## config.mk

```make
export PLATFORM = sky130hd
export DESIGN_NAME = motor_feedback_multiturn_decode_core_flat
export DESIGN_NICKNAME = d
export VERILOG_FILES = /design/src/design/mfd_pkg.sv /design/src/design/mfd_if.sv /design/src/design/mfd_queue.sv /design/src/design/mfd_front.sv /design/src/design/mfd_back.sv /design/src/design/motor_feedback_multiturn_decode_core.sv /design/src/flat_wrapper.sv
export VERILOG_INCLUDE_DIRS = /design/src /design/src/design
export SDC_FILE = /design/constraint.sdc
export NUM_CORES = 1
export LEC_CHECK = 0
export ABC_AREA = 1
export BUFFER_PORTS_ARGS = -buffer_cell sky130_fd_sc_hd__buf_2
export CELL_PAD_IN_SITES_DETAIL_PLACEMENT = 0
export CELL_PAD_IN_SITES_GLOBAL_PLACEMENT = 1
export CORE_UTILIZATION = 48
export CTS_BUF_LIST = sky130_fd_sc_hd__clkbuf_8
export CTS_CLUSTER_SIZE = 10
export DETAILED_ROUTE_END_ITERATION = 16
export HOLD_SLACK_MARGIN = 0.05
export MAX_ROUTING_LAYER = met4
export PLACE_DENSITY = 0.83
export SLEW_MARGIN = 20
export SYNTH_ARGS = -nofsm -noshare
export SYNTH_HDL_FRONTEND = slang
export SYNTH_SLANG_ARGS = --single-unit
```

## constraint.sdc

```tcl
create_clock -name clk -period 9.3 [get_ports clk]
set_clock_uncertainty 0.15 [all_clocks]
set_input_delay 0 -clock clk [delete_from_list [all_inputs] [get_ports clk]]
set_output_delay 0 -clock clk [all_outputs]
set_load 0.1 [all_outputs]
```

## src/design/motor_feedback_multiturn_decode_core_defines.svh

```systemverilog
// assertion helpers, sampled on clk and held off while arst_n is low
`ifndef MOTOR_FEEDBACK_MULTITURN_DECODE_CORE_DEFINES_SVH
`define MOTOR_FEEDBACK_MULTITURN_DECODE_CORE_DEFINES_SVH

// property must hold at every edge out of reset
`define MFD_ASSERT(lbl, prop, msg) \
	lbl: assert property (@(posedge clk) disable iff (!arst_n) prop) else $error(msg);

// condition must never be seen out of reset
`define MFD_ASSERT_NEVER(lbl, cond, msg) \
	lbl: assert property (@(posedge clk) disable iff (!arst_n) !(cond)) else $error(msg);

`endif

```

## src/design/mfd_pkg.sv

```systemverilog
package mfd_pkg;

	localparam logic [10:0] BASE_ID = 11'h201;
	localparam int MOTOR_IDX_MAX_W = 3;
	localparam logic [16:0] FULL_TURN = 17'd36000;
	localparam logic signed [16:0] HALF_TURN = 17'sd18000;
	localparam logic [25:0] CURRENT_SCALE = 26'd625;
	localparam int CURRENT_SHIFT = 11;
	localparam int OFFSET_REG_COUNT = 4;
	localparam int CFG_INDEX_W = 2;
	localparam int CFG_DATA_W = 16;
	localparam int QUEUE_DEPTH = 2;
	localparam int QPTR_W = 1;
	localparam int QCOUNT_W = 2;
	localparam int TOTAL_W = 40;

	typedef struct packed {
		logic [10:0]        frame_id;
		logic [15:0]        angle_word;
		logic signed [15:0] speed_word;
		logic [15:0]        current_word;
	} frame_t;

	typedef struct packed {
		logic                        matched;
		logic [1:0]                  motor_index;
		logic [15:0]                 rotor_angle;
		logic signed [15:0]          speed_tenths;
		logic [14:0]                 current_milliamp;
		logic signed [23:0]          turn_count;
		logic signed [TOTAL_W-1:0]   total_angle;
	} result_t;

	// classified word passed from front to back
	typedef struct packed {
		logic                        matched;
		logic [MOTOR_IDX_MAX_W-1:0]  motor;
		logic [15:0]                 angle;
		logic signed [15:0]          speed;
		logic [14:0]                 cur_ma;
	} cls_t;

	typedef struct packed {
		logic                   we;
		logic [CFG_INDEX_W-1:0] index;
		logic [CFG_DATA_W-1:0]  data;
	} cfg_wr_t;

endpackage

```

## src/design/mfd_if.sv

```systemverilog
interface mfd_frame_if import mfd_pkg::*; ();
	logic   valid;
	logic   ready;
	frame_t data;

	modport source(output valid, output data, input ready);
	modport sink(input valid, input data, output ready);
endinterface

interface mfd_result_if import mfd_pkg::*; ();
	logic    valid;
	logic    ready;
	result_t data;

	modport source(output valid, output data, input ready);
	modport sink(input valid, input data, output ready);
endinterface

```

## src/design/mfd_queue.sv

```systemverilog
`include "motor_feedback_multiturn_decode_core_defines.svh"

module mfd_queue import mfd_pkg::*; (
	input  logic clk,
	input  logic arst_n,
	input  logic push,
	input  cls_t push_word,
	output logic full,
	input  logic pop,
	output logic avail,
	output cls_t pop_word
);

	cls_t                mem_q [QUEUE_DEPTH];
	logic [QPTR_W-1:0]   wr_ptr_q;
	logic [QPTR_W-1:0]   rd_ptr_q;
	logic [QCOUNT_W-1:0] count_q;

	assign full     = (count_q == QCOUNT_W'(QUEUE_DEPTH));
	assign avail    = (count_q != '0);
	assign pop_word = mem_q[rd_ptr_q];

	always_ff @(posedge clk) begin
		if (push) begin
			mem_q[wr_ptr_q] <= push_word;
		end
	end

	always_ff @(posedge clk or negedge arst_n) begin
		if (!arst_n) begin
			wr_ptr_q <= '0;
			rd_ptr_q <= '0;
			count_q  <= '0;
		end else begin
			if (push) begin
				wr_ptr_q <= wr_ptr_q + 1'b1;
			end
			if (pop) begin
				rd_ptr_q <= rd_ptr_q + 1'b1;
			end
			case ({push, pop})
				2'b10:   count_q <= count_q + 1'b1;
				2'b01:   count_q <= count_q - 1'b1;
				default: count_q <= count_q;
			endcase
		end
	end

	`MFD_ASSERT_NEVER(a_q_overfill, count_q > QCOUNT_W'(QUEUE_DEPTH), "queue count past depth")
	`MFD_ASSERT_NEVER(a_q_pop_empty, pop && !avail, "pop from empty queue")

endmodule

```

## src/design/mfd_front.sv

```systemverilog
module mfd_front import mfd_pkg::*; #(
	parameter int MOTOR_COUNT = 4
) (
	mfd_frame_if.sink frame_in,
	input  logic      q_full,
	output logic      q_push,
	output cls_t      q_word
);

	logic [10:0] id_off;
	logic        matched;
	logic [25:0] cur_prod;

	assign id_off   = frame_in.data.frame_id - BASE_ID;
	assign matched  = (frame_in.data.frame_id >= BASE_ID) && (id_off < 11'(MOTOR_COUNT));
	assign cur_prod = 26'(frame_in.data.current_word) * CURRENT_SCALE;

	assign frame_in.ready = !q_full;
	assign q_push         = frame_in.valid && !q_full;

	// unmatched words go through with every field cleared
	always_comb begin
		q_word = '0;
		if (matched) begin
			q_word.matched = 1'b1;
			q_word.motor   = id_off[MOTOR_IDX_MAX_W-1:0];
			q_word.angle   = frame_in.data.angle_word;
			q_word.speed   = frame_in.data.speed_word;
			q_word.cur_ma  = cur_prod[CURRENT_SHIFT +: 15];
		end
	end

endmodule

```

## src/design/mfd_back.sv

```systemverilog
`include "motor_feedback_multiturn_decode_core_defines.svh"

module mfd_back import mfd_pkg::*; #(
	parameter int MOTOR_COUNT = 4,
	parameter int TURN_WIDTH  = 24
) (
	input  logic         clk,
	input  logic         arst_n,
	input  cfg_wr_t      cfg,
	input  logic         q_avail,
	input  cls_t         q_word,
	output logic         q_pop,
	mfd_result_if.source result_out
);

	localparam int IDX_W  = (MOTOR_COUNT > 1) ? $clog2(MOTOR_COUNT) : 1;
	localparam int PROD_W = TURN_WIDTH + 17;
	localparam int SUM_W  = (PROD_W + 1 > TOTAL_W) ? PROD_W + 1 : TOTAL_W;

	logic [CFG_DATA_W-1:0]   offset_q [OFFSET_REG_COUNT];
	logic [15:0]             prev_angle_q [MOTOR_COUNT];
	logic signed [TURN_WIDTH-1:0] turns_q [MOTOR_COUNT];

	logic                    v1_s1, v2_s2, v3_s3;
	logic                    en1, en2, en3;
	cls_t                    item_s1, item_s2;
	logic signed [TURN_WIDTH-1:0] turns_s1, turns_s2;
	logic [15:0]             offset_s1;
	logic signed [PROD_W-1:0] prod_s2;
	logic signed [16:0]      ang_off_s2;
	result_t                 res_s3;

	logic [IDX_W-1:0]        m;
	logic [15:0]             prev_angle;
	logic signed [TURN_WIDTH-1:0] turns_cur, turns_next;
	logic signed [16:0]      jump;
	logic [15:0]             offset_sel;
	logic signed [PROD_W-1:0] prod;
	logic signed [SUM_W-1:0] sum;

	assign en3   = !v3_s3 || result_out.ready;
	assign en2   = !v2_s2 || en3;
	assign en1   = !v1_s1 || en2;
	assign q_pop = q_avail && en1;

	assign m          = q_word.motor[IDX_W-1:0];
	assign prev_angle = prev_angle_q[m];
	assign turns_cur  = turns_q[m];
	assign jump       = $signed({1'b0, q_word.angle}) - $signed({1'b0, prev_angle});
	assign offset_sel = q_word.motor[2] ? 16'd0 : offset_q[q_word.motor[1:0]];

	// a forward jump over half a turn is a wrap backwards, and vice versa
	always_comb begin
		turns_next = turns_cur;
		if (jump > HALF_TURN) begin
			turns_next = turns_cur - TURN_WIDTH'(1);
		end else if (jump < -HALF_TURN) begin
			turns_next = turns_cur + TURN_WIDTH'(1);
		end
	end

	assign prod = turns_s1 * $signed(FULL_TURN);
	assign sum  = SUM_W'(prod_s2) + SUM_W'(ang_off_s2);

	always_ff @(posedge clk or negedge arst_n) begin
		if (!arst_n) begin
			for (int k = 0; k < OFFSET_REG_COUNT; k++) begin
				offset_q[k] <= '0;
			end
		end else if (cfg.we) begin
			offset_q[cfg.index] <= cfg.data;
		end
	end

	always_ff @(posedge clk or negedge arst_n) begin
		if (!arst_n) begin
			for (int k = 0; k < MOTOR_COUNT; k++) begin
				prev_angle_q[k] <= '0;
				turns_q[k]      <= '0;
			end
		end else if (q_pop && q_word.matched) begin
			prev_angle_q[m] <= q_word.angle;
			turns_q[m]      <= turns_next;
		end
	end

	always_ff @(posedge clk or negedge arst_n) begin
		if (!arst_n) begin
			v1_s1 <= 1'b0;
			v2_s2 <= 1'b0;
			v3_s3 <= 1'b0;
		end else begin
			if (en1) v1_s1 <= q_avail;
			if (en2) v2_s2 <= v1_s1;
			if (en3) v3_s3 <= v2_s2;
		end
	end

	always_ff @(posedge clk) begin
		if (q_pop) begin
			item_s1   <= q_word;
			turns_s1  <= q_word.matched ? turns_next : '0;
			offset_s1 <= q_word.matched ? offset_sel : 16'd0;
		end
		if (en2 && v1_s1) begin
			item_s2    <= item_s1;
			turns_s2   <= turns_s1;
			prod_s2    <= prod;
			ang_off_s2 <= $signed({1'b0, item_s1.angle}) - $signed({1'b0, offset_s1});
		end
		if (en3 && v2_s2) begin
			res_s3.matched          <= item_s2.matched;
			res_s3.motor_index      <= 2'(item_s2.motor);
			res_s3.rotor_angle      <= item_s2.angle;
			res_s3.speed_tenths     <= item_s2.speed;
			res_s3.current_milliamp <= item_s2.cur_ma;
			res_s3.turn_count       <= 24'(turns_s2);
			res_s3.total_angle      <= sum[TOTAL_W-1:0];
		end
	end

	assign result_out.valid = v3_s3;
	assign result_out.data  = res_s3;

	`MFD_ASSERT(a_b_unmatched_zero, (v3_s3 && !res_s3.matched) |-> (res_s3.total_angle == '0 && res_s3.turn_count == '0), "unmatched word carries state")
	`MFD_ASSERT_NEVER(a_b_motor_range, v1_s1 && item_s1.matched && (int'(item_s1.motor) >= MOTOR_COUNT), "motor index out of range")
	`MFD_ASSERT(a_b_advance, (v1_s1 && en2) |=> v2_s2, "stage one word lost")

endmodule

```

## src/design/motor_feedback_multiturn_decode_core.sv

```systemverilog
// Multi-turn motor feedback decoder. Each frame word (identifier plus angle, speed and current
// words) gives exactly one result word, in order. Identifiers 0x201 up to 0x201+MOTOR_COUNT-1
// select a motor: the result carries the angle, speed, current in mA (raw*625/2048), the
// motor's turn count after wrap detection, and turns*36000 + angle - offset. Other identifiers
// give an all-zero result and leave the state alone. The block takes one word per clock while
// results are taken. The front writes a two-word queue, then three back stages follow: turn
// update as the word leaves the queue, multiply by 36000, final add. The rate is set by the
// per-motor read-modify-write of angle and turn count. Offset registers are written through
// cfg_we/cfg_index/cfg_data; the user must write them only while no word is in flight, as
// the block itself does not enforce it.
module motor_feedback_multiturn_decode_core import mfd_pkg::*; #(
	parameter int MOTOR_COUNT = 4,
	parameter int TURN_WIDTH  = 24
) (
	input  logic                   clk,
	input  logic                   arst_n,
	mfd_frame_if.sink              frame_in,
	mfd_result_if.source           result_out,
	input  logic                   cfg_we,
	input  logic [CFG_INDEX_W-1:0] cfg_index,
	input  logic [CFG_DATA_W-1:0]  cfg_data
);

	logic    q_push, q_full, q_pop, q_avail;
	cls_t    q_in_word, q_out_word;
	cfg_wr_t cfg;

	assign cfg.we    = cfg_we;
	assign cfg.index = cfg_index;
	assign cfg.data  = cfg_data;

	mfd_front #(
		.MOTOR_COUNT(MOTOR_COUNT)
	) u_front (
		.frame_in(frame_in),
		.q_full  (q_full),
		.q_push  (q_push),
		.q_word  (q_in_word)
	);

	mfd_queue u_queue (
		.clk      (clk),
		.arst_n   (arst_n),
		.push     (q_push),
		.push_word(q_in_word),
		.full     (q_full),
		.pop      (q_pop),
		.avail    (q_avail),
		.pop_word (q_out_word)
	);

	mfd_back #(
		.MOTOR_COUNT(MOTOR_COUNT),
		.TURN_WIDTH (TURN_WIDTH)
	) u_back (
		.clk       (clk),
		.arst_n    (arst_n),
		.cfg       (cfg),
		.q_avail   (q_avail),
		.q_word    (q_out_word),
		.q_pop     (q_pop),
		.result_out(result_out)
	);

endmodule

```

## src/flat_wrapper.sv

```systemverilog
// flat-port wrapper written by rule: the top's interface ports become plain ports
module motor_feedback_multiturn_decode_core_flat import mfd_pkg::*;
#(
	parameter int MOTOR_COUNT = 4,
	parameter int TURN_WIDTH  = 24
)
  (clk, arst_n, cfg_we, cfg_index, cfg_data, frame_in_valid, frame_in_data, frame_in_ready, result_out_valid, result_out_data, result_out_ready);
  mfd_frame_if frame_in_i ();
  mfd_result_if result_out_i ();
  input  logic clk;
  input  logic arst_n;
  input  logic cfg_we;
  input  logic [CFG_INDEX_W-1:0] cfg_index;
  input  logic [CFG_DATA_W-1:0] cfg_data;
  input wire logic [$bits(frame_in_i.valid)-1:0] frame_in_valid;
  input wire logic [$bits(frame_in_i.data)-1:0] frame_in_data;
  output wire logic [$bits(frame_in_i.ready)-1:0] frame_in_ready;
  output wire logic [$bits(result_out_i.valid)-1:0] result_out_valid;
  output wire logic [$bits(result_out_i.data)-1:0] result_out_data;
  input wire logic [$bits(result_out_i.ready)-1:0] result_out_ready;
  assign frame_in_i.valid = frame_in_valid;
  assign frame_in_i.data = frame_in_data;
  assign frame_in_ready = frame_in_i.ready;
  assign result_out_valid = result_out_i.valid;
  assign result_out_data = result_out_i.data;
  assign result_out_i.ready = result_out_ready;
  motor_feedback_multiturn_decode_core #(.MOTOR_COUNT(MOTOR_COUNT), .TURN_WIDTH(TURN_WIDTH)) u_core (.clk(clk), .arst_n(arst_n), .frame_in(frame_in_i), .result_out(result_out_i), .cfg_we(cfg_we), .cfg_index(cfg_index), .cfg_data(cfg_data));
endmodule
```

==> key figures, run 1 <==
Yosys
  – Mean post-synth cell area: 9.603 sq um
  – #FFs+latches synth: 661
  – Synth unique cells: 54
  – Mapped cell area: 0.03653 sq mm
  – Ys flop type: edfxtp_1
  – Most common cell in the synthesized netlist: nand2_1
  – Largest area contributor in the netlist: edfxtp_1
  – Sequential-to-total area share from yosys stat: 0.5117
  – Synth Instances: 3,804
  – Post-synth top area share: 0.3535
  – EDFF count, synth: 430
  – Ys async rst share: 0.3495
  – Ys Warns: 0
  – Synth area leaders: edfxtp_1, dfrtp_1, nand2_1
  – Post-synth top cells: nand2_1, inv_1, edfxtp_1

Final layout
  – Layout cell share with drive strength beyond 1: 0.1101
  – P&R area growth vs syn: 15.15%
  – Nets@finish: 4,595
  – Post-route cell area: 0.04206 sq mm

Timing
  – Fin crit period: 6.178 ns
  – Setup Total Neg Slack: 0 ns
  – Slew Viols, Final: 0
  – Slew @ Worst Pin: 1.119 ns
  – Slew margin rel.: 0.2534
  – Fmax achieved: 0.1619 GHz
  – Period utilization: 0.6643
  – RSZ-0062 raised after global routing: no
  – Final worst setup slack: 3.122 ns
  – Hold slack: 0.1020 ns
  – Final Hold Vio Count: 0
  – # setup viols final: 0

Clocking
  – Root buf cell: clkbuf_8
  – Post-CTS resize count: 0
  – Post-CTS setup buffer count: 0
  – Clock transition at path regs: 0.06 ns
  – CTS sink cnt: 661
  – Clk buf depth: 3
  – Num CTS Buffers: 109
  – H-tree levels: 3
  – CTS tree: built
  – Worst-Skew Late Latency: 0.73 ns

Drt
  – DRT iter0 DRCs: 1,920
  – DRC Markers: 0
  – Final wirelength: 91.29 mm
  – Vias: 26,958
  – Remaining antenna violation count: 0
  – Vias per inst: 5.154
  – Wire per inst: 17.45 microns
  – Pre-antenna DRT Iters: 5

Global routing
  – All-Layer GR Usage: 0.2460
  – Initial antenna violation count: 2
  – Gr ovfl total: 0
  – First-pass GRT wire length: 144.8 mm
  – Largest net degree at the start of global routing: 85
  – Number of global-route vias before repair: 26,830

Floorplanning
  – Die W: 277.9 microns
  – Io pins: 198
  – Die height: 277.9 microns
  – DIE AREA: 0.07721 sq mm
  – Starting Density: 0.4882
  – Core ar.: 0.07482 sq mm
  – Number of placement rows: 100

Critical path
  – CP max FO: 50
  – Crit path to: u_core.u_back.turns_s1[3]
  – Critical Path AT: 6.49 ns
  – CP startpoint kind: flip-flop
  – RR Endpoint: u_core.u_back.turns_s1[3]
  – Crit path capture type: flip-flop
  – FF-to-FF path depth: 23
  – WS Path Type: reg2reg
  – Reg2Reg Setup Slack: 3.12 ns
  – Required @ worst endpoint: 9.61 ns
  – Reg-to-reg startpoint: u_core.u_queue.rd_ptr_q
  – Critical Path Start: u_core.u_queue.rd_ptr_q

Worst hold path
  – Hold/Removal Path Class: in2reg

Status
  – Status: finished, final reports clean

Place
  – Final GP Congestion: 0.9296
  – Worst slack, placed: 3.105 ns
  – DP Area: 0.03853 sq mm
  – Dpl hpwl: 63.14 mm
  – PortBufs: 197

Flow run
  – Max_cap viols: 0
[sequential cells by signal, indices dropped and copies added, names as in the netlist]
name                            count
u_core.u_back.ang_off_s2           17
u_core.u_back.item_s1              50
u_core.u_back.item_s2              50
u_core.u_back.offset_q             64
u_core.u_back.offset_s1            16
u_core.u_back.prev_angle_q         64
u_core.u_back.prod_s2              33
u_core.u_back.result_out.data     114
u_core.u_back.result_out.valid      1
u_core.u_back.turns_q              96
u_core.u_back.turns_s1             24
u_core.u_back.turns_s2             24
u_core.u_back.v1_s1                 1
u_core.u_back.v2_s2                 1
u_core.u_queue.count_q              2
u_core.u_queue.mem_q              102
u_core.u_queue.rd_ptr_q             1
u_core.u_queue.wr_ptr_q             1
[how the worst min path moves through the flow]
stage                     startpoint                         end  slack [ns]  cells past startpoint
floorplan                     arst_n   u_core.u_back.offset_q[0]       -0.45                      0
global placement              arst_n   u_core.u_back.turns_q[12]        -0.1                      1
detailed placement            arst_n   u_core.u_back.turns_q[12]        -0.1                      1
CTS                 frame_in_data[4]  u_core.u_queue.mem_q[0][0]        0.05                      7
global route        frame_in_data[4]  u_core.u_queue.mem_q[0][6]        0.21                      8
finish              frame_in_data[4]  u_core.u_queue.mem_q[0][6]        0.10                      8
[worst max-delay path: stages (launching register included)]
cell	delay (ns)
dfrtp_2	0.82
nand2_2	0.21
nand2_4	0.55
nand2_2	0.40
inv_1	0.86
a22oi_1	0.22
o221ai_1	0.13
ha_1	0.34
nand2_1	0.09
nand2_1	0.07
inv_1	0.06
nand2_1	0.11
nand3_1	0.12
nand3_1	0.11
a21oi_1	0.17
xor2_1	0.23
inv_1	0.06
nand2_1	0.08
nand2_1	0.05
buf_4	0.25
inv_2	0.40
nand3_1	0.27
nand2_1	0.12
nor2_1	0.04
[stage by stage]
step,util,cells
floorplan,-,3805
global placement,0.5150,4902
detailed placement,0.5150,4902
CTS,0.5612,5223
global route,0.5622,5230
finish,0.5622,5231
[repair_timing]
item | in CTS | in global routing
hold buffers | 115 | 5
endpoints found under the hold margin | 438 | 64
setup endpoints to repair | 0 | 0
[cells in the final DEF (no fill, tap or decap), types with 26 or more instances in the layout]
cell type	count
nand2_1	1128
inv_1	480
edfxtp_1	430
ha_1	252
dfrtp_1	230
nor2_1	224
buf_2	196
o21ai_0	171
a21oi_1	170
nand3_1	130
clkbuf_8	120
dlygate4sd3_1	119
xor2_1	97
fa_1	97
a31oi_1	47
a22oi_1	37
xnor2_1	35
clkinv_1	26
buf_4	26
[layer usage]
metal | up-vias | share of wire | track usage
met4 | 0 | 0.019 | 0.06871
met5 | - | 0 | -
met1 | 12828 | 0.45 | 0.3193
met2 | 709 | 0.48 | 0.4036
met3 | 124 | 0.050 | 0.03428
li1 | 13297 | - | -
[kinds of logic after synthesis]
kind of cell	Yosys count	synth area share
AO/OA/AOI/OAI	488	0.07566
XOR/XNOR	132	0.03165
adder cells (fa/ha/maj)	349	0.1395
buffers and inverters	566	0.06111
flip-flops	661	0.5117
other	1	0.0001027
AND/OR/NAND/NOR	1607	0.1803
[final cells by class]
type	count	area [sq um]
Antenna cell	3	7.507
Clock buffer	120	1652
Clock inverter	86	636.9
Fill cell	6590	32760
Inverter	471	1778
Multi-Input combinational cell	2578	15670
Sequential cell	661	18690
Tap cell	969	1212
Timing Repair Buffer	343	2410
Power of run 1 is left out: the tool's default activity adds up to more than one toggle a clock period on the data nets, which glitch-free logic cannot reach.
==> inputs of run 2 (changes only) <==
==> constraint.sdc (replaced) <==
create_clock -name clk -period 6.1 [get_ports clk]
set_clock_uncertainty 0.15 [all_clocks]
set_input_delay 0 -clock clk [delete_from_list [all_inputs] [get_ports clk]]
set_output_delay 0 -clock clk [all_outputs]
set_load 0.1 [all_outputs]
==> key figures, run 2 (synthesis gave the netlist of run 1 again) <==
Critical path
  – CP max FO: 6
  – Crit path to: u_core.u_back.prod_s2[35]
  – CP startpoint kind: flip-flop
  – RR Endpoint: u_core.u_back.prod_s2[35]
  – Reg2Reg Setup Slack: 1.11 ns
  – Required @ worst endpoint: 6.43 ns
  – Crit path capture type: flip-flop
  – Critical Path AT: 5.33 ns
  – Worst path max stage delay: 0.59 ns
  – Critical-path cell list: ha_1 > fa_1 > fa_1 > inv_1 > fa_1 > inv_1 > ha_1 > nand2_1 > nor2_1 > nand4_1 > o21ai_0 > a21oi_1 > o21ai_0 > a21oi_1 > xnor2_1
  – FF-to-FF path depth: 15
  – Cell at the slowest stage of the critical path: edfxtp_1
  – CP most frequent cell: fa_1
  – Critical Path Start: u_core.u_back.turns_s1[10]
  – Reg-to-reg startpoint: u_core.u_back.turns_s1[10]
  – WS Path Type: reg2reg

Timing
  – # setup viols final: 0
  – Hold slack: 0.1167 ns
  – Slew Viols, Final: 0
  – Fmax achieved: 0.2003 GHz
  – Fin crit period: 4.992 ns
  – Setup Total Neg Slack: 0 ns
  – Period utilization: 0.8184
  – Slew margin rel.: 0.2603
  – Final Hold Vio Count: 0
  – Slew @ Worst Pin: 1.108 ns
  – RSZ-0062 raised after global routing: no

Clocking
  – Post-CTS setup buffer count: 0
  – Num CTS Buffers: 108
  – Clock transition at path regs: 0.06 ns
  – Clk buf depth: 3
  – Root buf cell: clkbuf_8
  – CTS sink cnt: 661
  – Worst-Skew Late Latency: 0.74 ns
  – H-tree levels: 3
  – CTS tree: built

Drt
  – DRC Markers: 0
  – Final wirelength: 90.94 mm
  – Remaining antenna violation count: 0
  – Vias: 26,908
  – DRT iter0 DRCs: 2,051
  – Vias per inst: 5.144
  – Wire per inst: 17.39 microns
  – Pre-antenna DRT Iters: 6

Final layout
  – Commonest non-fill, non-tap cells in the layout: nand2_1, inv_1, edfxtp_1, ha_1, dfrtp_1
  – Core Util, Final: 0.5613
  – Commonest non-fill, non-tap cell in the layout: nand2_1
  – P&R area growth vs syn: 14.96%
  – Nets@finish: 4,600
  – Max FFs per register: 114
  – Non-Filler Instances: 5,231
  – Layout cell share with drive strength beyond 1: 0.1096

Global routing
  – Met1 usage: 0.3203
  – Number of global-route vias before repair: 26,511
  – M2 GR Usage: 0.3884
  – Initial antenna violation count: 3
  – GR peak layer: met2
  – First-pass GRT wire length: 143.1 mm
  – Gr ovfl total: 0
  – All-Layer GR Usage: 0.2436
  – M3 GR Usage: 0.03984
  – Largest net degree at the start of global routing: 118

Floorplanning
  – DIE AREA: 0.07721 sq mm
  – Starting Density: 0.4882
  – Core ar.: 0.07482 sq mm
  – Die W: 277.9 microns
  – Number of placement rows: 100
  – Die height: 277.9 microns
  – Io pins: 198

Place
  – PortBufs: 197
  – Final GP Congestion: 0.9458
  – Inst Count DP: 4,907
  – Dpl hpwl: 64.22 mm

Flow run
  – Max_cap viols: 0

Status
  – Status: finished, final reports clean

Worst hold path
  – Hold/Removal Path Class: in2reg
-- run 2: stage by stage --
| step | setup WS, ns | cell area (sq um) |
|---|---|---|
| 3_3_place_gp | 1.045 | 38580 |
| 3_5_place_dp | 1.067 | 38580 |
| 2_1_floorplan | 1.462 | 36540 |
| 4_1_cts | 1.071 | 41900 |
| 5_1_grt | 0.7131 | 41990 |
| 6_report | 1.108 | 41990 |
-- run 2: how the worst min path moves through the flow --
stage	slack [ns]	cells after the start	startpoint	end
3_5_place_dp	-0.03	1	arst_n	u_core.u_back.turns_q[4]
2_1_floorplan	-0.45	0	arst_n	u_core.u_back.offset_q[0]
3_3_place_gp	-0.04	1	arst_n	u_core.u_back.turns_q[4]
5_1_grt	0.18	8	frame_in_data[4]	u_core.u_queue.mem_q[0][6]
6_report	0.12	7	frame_in_data[4]	u_core.u_queue.mem_q[0][0]
4_1_cts	0.08	8	frame_in_data[4]	u_core.u_queue.mem_q[0][6]
-- run 2: layout make-up --
class | count | area, sq um
Timing Repair Buffer | 349 | 2480
Clock inverter | 77 | 444.2
Antenna cell | 2 | 5.005
Inverter | 471 | 1778
Clock buffer | 124 | 1707
Fill cell | 6668 | 32830
Sequential cell | 661 | 18690
Tap cell | 969 | 1212
Multi-Input combinational cell | 2578 | 15670
-- run 2: repair_timing --
item | in CTS | in global routing
hold buffers | 115 | 6
resized for setup | 0 | 0
setup endpoints to repair | 0 | 0
endpoints found under the hold margin | 470 | 64
-- run 2: layer usage --
metal,wire (microns),share of wire,up-vias
li1,-,-,13283
met1,40240,0.44,12726
met2,42970,0.47,741
met3,5312,0.058,158
met4,2414,0.027,0
met5,0,0,-
-- run 2: worst max-delay path, delay by kind of cell, from the launching register on --
kind            cells  cell delay, ns
buf+inv             2            0.10
simple gates        3            0.38
compound gates      4            1.08
xor+xnor            1            0.15
flops               1            0.59
fa+ha+maj           5            2.31
Power of run 2 is left out for the same reason.
==> inputs of run 3 (changes only) <==
==> constraint.sdc (replaced) <==
create_clock -name clk -period 4.6 [get_ports clk]
set_clock_uncertainty 0.15 [all_clocks]
set_input_delay 0 -clock clk [delete_from_list [all_inputs] [get_ports clk]]
set_output_delay 0 -clock clk [all_outputs]
set_load 0.1 [all_outputs]
==> key figures, run 3 (synthesis gave the netlist of run 1 again) <==
Final layout
  – Layout cell share with drive strength beyond 1: 0.1317
  – Non-Filler Instances: 5,314
  – Max FFs per register: 114
  – Commonest non-fill, non-tap cells in the layout: nand2_1, inv_1, edfxtp_1, ha_1, dfrtp_1
  – P&R area growth vs syn: 17.27%
  – Nets@finish: 4,682
  – Commonest non-fill, non-tap cell in the layout: nand2_1

Place
  – Dpl hpwl: 65.32 mm
  – PortBufs: 197
  – Final GP Congestion: 0.9521
  – Inst Count DP: 4,982

Critical path
  – CP max FO: 5
  – Crit path capture type: flip-flop
  – CP startpoint kind: flip-flop
  – WS Path Type: reg2reg
  – Required @ worst endpoint: 4.92 ns
  – Critical Path AT: 4.73 ns

Timing
  – RSZ-0062 raised after global routing: yes
  – Slew Viols, Final: 0
  – Fin crit period: 4.409 ns
  – Final Hold Vio Count: 0
  – Fmax achieved: 0.2268 GHz
  – Period utilization: 0.9586
  – Slew @ Worst Pin: 0.9924 ns
  – # setup viols final: 0
  – Slew margin rel.: 0.3333

Global routing
  – Largest net degree at the start of global routing: 119
  – All-Layer GR Usage: 0.2489
  – Number of global-route vias before repair: 26,807
  – Initial antenna violation count: 3
  – Gr ovfl total: 0
  – First-pass GRT wire length: 145.8 mm

Flow run
  – Max_cap viols: 0

Drt
  – Wire per inst: 17.34 microns
  – DRT iter0 DRCs: 2,023
  – Vias: 27,161
  – Final wirelength: 92.16 mm
  – Remaining antenna violation count: 0
  – DRC Markers: 0
  – Vias per inst: 5.111
  – Pre-antenna DRT Iters: 5

Floorplanning
  – Die height: 277.9 microns
  – Starting Density: 0.4882
  – DIE AREA: 0.07721 sq mm
  – Io pins: 198
  – Core ar.: 0.07482 sq mm
  – Number of placement rows: 100
  – Die W: 277.9 microns

Clocking
  – CTS tree: built
  – Worst-Skew Late Latency: 0.78 ns
  – Num CTS Buffers: 108
  – Root buf cell: clkbuf_8
  – CTS sink cnt: 661
  – Clk buf depth: 3
  – Clock transition at path regs: 0.07 ns
  – H-tree levels: 3

Worst hold path
  – Hold/Removal Path Class: in2reg

Status
  – Status: finished, final reports clean
run 3: cell types whose count changed in the layout (fill, tap and decap cells not counted), moves of 6 or more:
cell / previous run / this run
inv_1: 494 / 510
o21ai_0: 170 / 164
clkinv_2: 16 / 8
nand2_1: 1128 / 1121
a21oi_2: 1 / 8
clkinv_1: 15 / 9
nand2_2: 22 / 29
buf_4: 30 / 108
a21oi_1: 170 / 160
run 3: worst max-delay path, stage by stage, from the launching register on:
cell	delay, ns
edfxtp_1	0.52
ha_1	0.35
fa_1	0.49
fa_1	0.55
inv_1	0.05
fa_1	0.52
inv_1	0.04
ha_1	0.39
nand2_1	0.12
nor4_2	0.39
nand3_1	0.13
nand3_1	0.17
a21oi_1	0.10
xor2_1	0.14
run 3: final cells by class:
| cell class | instances | area (sq um) |
|---|---|---|
| Multi-Input combinational cell | 2578 | 15820 |
| Clock inverter | 81 | 506.7 |
| Timing Repair Buffer | 431 | 3152 |
| Tap cell | 969 | 1212 |
| Inverter | 471 | 1778 |
| Fill cell | 6591 | 31990 |
| Clock buffer | 121 | 1665 |
| Sequential cell | 661 | 18690 |
| Antenna cell | 2 | 5.005 |
run 3: layer usage:
layer	share of wire	vias up	wire length, microns	GRT usage
met5	0	-	0	-
met2	0.48	682	44300	0.4024
met4	0.019	0	1786	0.06998
met1	0.45	12907	41380	0.3290
met3	0.051	113	4694	0.03327
li1	-	13459	-	-
run 3: what timing repair did:
item                                    4_1_cts  5_1_grt
buffers inserted                              0       11
hold buffers                                117        0
hold endpoints to repair                    522        0
endpoints found under the setup margin        1      110
pin swaps                                     0        4
resized for setup                             1       43
run 3: worst paths after layout:
check                                      startpoint                     endpoint  slack, ns  depth (start not counted)
max in group asynchronous                      arst_n   u_core.u_back.offset_q[35]       3.34                          4
min reg2reg                 u_core.u_back.item_s1[16]    u_core.u_back.item_s2[16]       0.24                          0
max                        u_core.u_back.turns_s1[13]    u_core.u_back.prod_s2[37]       0.19                         13
max reg2reg                u_core.u_back.turns_s1[13]    u_core.u_back.prod_s2[37]       0.19                         13
min                                 frame_in_data[43]  u_core.u_queue.mem_q[1][42]       0.13                          4
min in group asynchronous                      arst_n    u_core.u_back.turns_q[10]       0.27                          4
run 3: per-stage QoR:
stage                     cell area, sq um    util  hold WS, ns  setup TNS (ns)  setup WS [ns]
after floorplan                      36540       -      -0.4456               0         0.2291
after global placement               39190  0.5237      -0.1193               0        0.02429
after detailed placement             39220  0.5241      -0.1013       -0.001482      -0.001482
after CTS                            42580  0.5691      0.07555               0        0.01355
after global routing                 42830  0.5725       0.1509         -0.1392       -0.05803
final                                42840  0.5725       0.1316               0         0.1906
Power of run 3 is left out for the same reason.
